<file path="src/hw/rtl/a3m_pkg.sv">
// a3m_pkg: shared types and constants for the 3cosmul analogy search block
// used by a3m_mul and analogy_3cosmul_argmax; no dependencies
`timescale 1ns / 1ps

package a3m_pkg;

  // command codes of an input word
  localparam logic CMD_WRITE = 1'b0;
  localparam logic CMD_QUERY = 1'b1;

  // configuration register indexes
  typedef enum logic [1:0] {
    CFG_ENTRIES = 2'd0,
    CFG_DIMS    = 2'd1,
    CFG_EPSILON = 2'd2
  } cfg_idx_e;

  // reset values of the configuration registers
  localparam logic [10:0] ENTRIES_RESET = 11'd1024;
  localparam logic [9:0]  DIMS_RESET    = 10'd300;
  localparam logic [30:0] EPSILON_RESET = 31'd1073742;

  // one in Q2.30
  localparam logic [63:0] ONE_Q30 = 64'd1 << 30;

  // shared multiplier operand and product widths
  localparam int unsigned MUL_W   = 33;
  localparam int unsigned PROD_W  = 66;
  // score arithmetic widths
  localparam int unsigned COS_W   = 31;
  localparam int unsigned NUM_W   = 61;
  localparam int unsigned DEN_W   = 32;
  localparam int unsigned CROSS_W = 93;

  typedef enum logic [2:0] {
    ST_IDLE,
    ST_NEXT,
    ST_ISSUE,
    ST_DRAIN,
    ST_COS,
    ST_SCORE,
    ST_DONE
  } state_e;

  // steps of the score compare sequence
  typedef enum logic [2:0] {
    SC_NUM,
    SC_LHS_LO,
    SC_LHS_HI,
    SC_RHS_LO,
    SC_RHS_HI,
    SC_CMP
  } score_step_e;

endpackage

</file>
<file path="src/hw/rtl/a3m_mul.sv">
// a3m_mul: shared signed 33x33 multiplier with registered product
// depends on a3m_pkg for operand and product widths
`timescale 1ns / 1ps

module a3m_mul (
  input  logic                                clk_i,
  input  logic signed [a3m_pkg::MUL_W-1:0]    op_a_i,
  input  logic signed [a3m_pkg::MUL_W-1:0]    op_b_i,
  output logic signed [a3m_pkg::PROD_W-1:0]   prod_o
);

  logic signed [a3m_pkg::PROD_W-1:0] prod_q;

  always_ff @(posedge clk_i) begin
    prod_q <= a3m_pkg::PROD_W'(op_a_i) * a3m_pkg::PROD_W'(op_b_i);
  end

  assign prod_o = prod_q;

endmodule

</file>
<file path="config.mk">
export PLATFORM = sky130hd
export DESIGN_NAME = a3m_mul
export DESIGN_NICKNAME = d
export VERILOG_FILES = /design/src/hw/rtl/a3m_pkg.sv /design/src/hw/rtl/a3m_mul.sv
export SDC_FILE = /design/constraint.sdc
export NUM_CORES = 2
export LEC_CHECK = 0
export BUFFER_PORTS_ARGS = -buffer_cell sky130_fd_sc_hd__buf_4
export CAP_MARGIN = 30
export CORE_MARGIN = 2
export CORE_UTILIZATION = 70
export DETAILED_ROUTE_END_ITERATION = 10
export HOLD_SLACK_MARGIN = 0.05
export PLACE_DENSITY_LB_ADDON = 0.08
export SETUP_SLACK_MARGIN = 0.2
export SYNTH_ARGS = -nofsm -noshare
export SYNTH_HDL_FRONTEND = slang
export SYNTH_SLANG_ARGS = --single-unit
</file>
<file path="constraint.sdc">
create_clock -name clk_i -period 16.5 [get_ports clk_i]
set_clock_uncertainty 0.2 [all_clocks]
set_input_delay 3.3 -clock clk_i [delete_from_list [all_inputs] [get_ports clk_i]]
set_output_delay 3.3 -clock clk_i [all_outputs]
set_load 0.1 [all_outputs]
</file>
* Word-level counts from Yosys, hierarchy flattened
Index checks and enable logic that the tools add are counted.
Storage, ports and cells: flip-flop bits (word level) 66, input port bits 67
Operators by class: $mul 1
Operators with widths (number):
- multiplier 33 x 33 -> 66 bit | 1

* Logic depth before layout (Yosys ltp)
depth after elaboration 1, gate-level depth with buffers 27

* Worst setup path before layout
Ideal clock, no wire load.
kind input port to flip-flop, start input port op_a_i[32] (netlist bit), end register prod_q, in the netlist prod_o[62], arrival time 10457 ps, setup slack 5764 ps, stages on the path 23, path buffers 2, cells stage by stage clkbuf_1 nand2_1 inv_1 fa_1 fa_1 fa_1 fa_1 fa_1 fa_1 fa_1 inv_1 fa_1 inv_1 ha_1 clkbuf_1 and3_1 nand3_1 nand2b_1 a2111oi_4 a211oi_4 a21o_2 a21o_1 a211oi_2
On the way: cells in the longest elaborated chain, start to end 1
RTL lines:
- start: declaration | RTL line a3m_mul.sv:7 | input logic signed [a3m_pkg::MUL_W-1:0] op_a_i,
- multiplier 33 x 33 -> 66 bit | RTL line a3m_mul.sv:15 | prod_q <= a3m_pkg::PROD_W'(op_a_i) * a3m_pkg::PROD_W'(op_b_i);
- end signal: assignment | RTL line a3m_mul.sv:15
- end: declaration | RTL line a3m_mul.sv:12 | logic signed [a3m_pkg::PROD_W-1:0] prod_q;
Every way passes these cells.

* Final worst setup path
start input port op_a_i[32] (netlist bit), end register prod_q, in the netlist prod_o[64]
The elaborated chain is that of the path after synthesis.

==> summary.txt <==
Synthesis
  • Largest cells by area after synthesis: fa_1, inv_1, and2_1
  • Cell taking the most area after synthesis: fa_1
  • Yosys Warn Count: 0
  • Register area share after synthesis: roughly 3.2%
  • Mapped Area: approximately 41000 um2
  • Syn avg cell area: between 9 and 10 um2
  • Syn nets: approximately 5800
  • Post-synth EDFFs: 0
  • Post-synthesis register bit count: 66
  • Gate Count Post-Synth: between 4000 and 5000
  • Unique masters post-synth: 80
  • Ys flop type: dfxtp_1
  • Top cell type's share of synthesized area: 56.3%
  • Async set-or-reset flop fraction in the synthesized netlist: 0%

Timing
  • Max Slew Vio Count: 0
  • TNS Setup: 0 ps
  • Max_slew headroom: ~44%
  • Final period utilization: 65.7%
  • Maximum clock rate: roughly 92 MHz
  • Hold Violations, Final: 0
  • Slew @ Worst Pin: around 830 ps
  • Final setup violation count: 0
  • Unrepaired setup endpoints after global routing: no
  • Clock period minus final worst setup slack: around 11000 ps

Global route
  • Pin count of the biggest net entering global routing: 34
  • GR Util All Layers: between 30% and 40%
  • Gr ovfl total: 0
  • Vias in the first global route: approximately 31000
  • First-pass GRT wire length: 172000 um
  • Initial antenna violation count: 2

Routing
  • ANT nets after route: 0
  • Post-Route WL: 106000 um
  • WL/cell: 21.1 um
  • 1st-iter DRT viols: approximately 1800
  • Pre-antenna DRT Iters: 7
  • Vias per inst: 5.73
  • Drt drc: 0
  • Via count of the routed design: 28851

CTS
  • Root Driver: clkbuf_16
  • # Post-CTS Setup Buffers: 0
  • Hold buffers post-CTS: 0
  • # H-tree levels: 3
  • Clock sinks: between 60 and 70
  • CTS tree: built
  • Gates resized, CTS repair: 0
  • Clock Pin Slew Worst Setup and Hold Paths: about 70 ps
  • Longest Clk Path Bufs: 2
  • CTS buffer count: 9

Critical path
  • Most frequent CP cell: fa_1
  • Critical Path Source Type: input port
  • CP bufs+invs: 8
  • Worst Path Required: ~17000 ps
  • Worst setup EP type: register
  • CP max stage cell: fa_1
  • CP arrival: roughly 11000 ps
  • Crit-path max FO: 33
  • Worst stage delay on the critical path: around 700 ps
  • Kind of critical path: input port to register
  • CP top delay family: adder cells

Layout
  • Layout Area Growth over Synthesis: 3.66%
  • Post-Route Utilization: approximately three quarters
  • Multi-input logic area: around 34000 um2
  • Layout net count: around 5700
  • Register area: 1320 um2
  • Max reg flops: 66
  • Final instance area: 42200 um2
  • Number of fill cells in the layout: 4288
  • Layout cell share with drive strength beyond 1: 4.43%

Status
  • Status: complete, no violations

Floorplanning
  • Full die area: about 60000 um2
  • Chip Width: roughly 250 um
  • CORE AREA: approximately 58000 um2
  • Rows: 88
  • Die Y: about 250 um
  • I/O pin count: 133
  • Starting Density: approximately 70%

Placed design
  • Post-DP HPWL: between 80000 and 90000 um
  • Placed inst area: approximately 42000 um2
  • Number of port buffers: 132
  • Routability cong.: roughly 1

Run
  • Max Cap Viol: 0

Min path
  • Hold WC Path Type: input port to register
## placed cells by master, fill, tap and decap left out, types with 6 or more instances in the layout
cell type	n
nand3_1	25
o21ai_1	6
clkbuf_16	10
nand2_1	551
a21oi_1	57
o21a_1	6
nand4_1	11
nand2b_1	12
o21bai_1	11
fa_1	1145
a211o_1	6
nor2_1	68
a211oi_1	7
xnor2_1	43
ha_1	217
a31oi_1	8
buf_4	133
dfxtp_1	66
xor2_1	25
o21ai_0	25
nor3_1	7
a21o_1	36
and2_1	562
inv_1	1131
## Yosys cell counts, types with 3 or more instances
cell type and number:
a211o_1 6, a211oi_1 7, a211oi_2 3, a21o_1 36, a21oi_1 57, a21oi_2 3, a31oi_1 8, and2_1 562
and3_1 5, and4_1 5, buf_2 11, clkbuf_1 208, dfxtp_1 66, fa_1 1145, ha_1 217, inv_1 1131
nand2_1 551, nand2b_1 12, nand3_1 25, nand4_1 11, nor2_1 68, nor2b_1 5, nor3_1 7, o211ai_1 4
o21a_1 6, o21ai_0 25, o21ai_1 6, o21bai_1 11, o31ai_4 3, or2_2 3, or3_1 3, xnor2_1 43
xor2_1 25
## kinds of logic (layout without fill, tap and decap cells)
family | count (synthesis) | after routing | share of synthesized area, %
AOI/OAI and AO/OA | 219 | 219 | 4.07
xor gates and xnor gates | 68 | 68 | 1.46
adders and majority gates | 1362 | 1362 | 62.9
buffers and inverters | 1352 | 1283 | 12.5
DFF | 66 | 66 | 3.24
other | 0 | 1 | 0
and+or+nand+nor | 1271 | 1271 | 15.8
## final timing paths
| kind | start | to | cells after the start |
|---|---|---|---|
| max | op_a_i[32] | prod_o[64] | 26 |
| min | op_b_i[0] | prod_o[0] | 2 |
## area by class of cell
class / count / area share [%]
inverter: 1131 / 10.1
clock buffer: 9 / 0.533
clock inverter: 7 / 0.181
antenna: 1 / 0.00593
multi-input combinational: 2920 / 81.3
timing repair buffer: 136 / 2.55
sequential: 66 / 3.13
tap: 765 / 2.27
## through the flow
| step | cells | setup WS [ps] | hold WS [ps] |
|---|---|---|---|
| after global placement | 5015 | 5250 | 3580 |
| after floorplan | 4338 | 5760 | 3230 |
| after global routing | 5034 | 5280 | 3230 |
| after detailed placement | 5017 | 5180 | 3570 |
| final | 5035 | 5650 | 3220 |
| after CTS | 5033 | 5530 | 3200 |
## per-layer routing
metal,vias up,wire length [um],share of wire [%],GRT usage [%]
li1,12173,-,-,-
met1,15121,38200,36,47.5
met2,1238,53800,51,63.3
met3,319,7200,6.8,5.08
met4,0,7180,6.7,21.9
met5,-,0,0,0
Power is left out: the tool's default activity adds up to more than one toggle a clock period on the data nets, which glitch-free logic cannot reach.
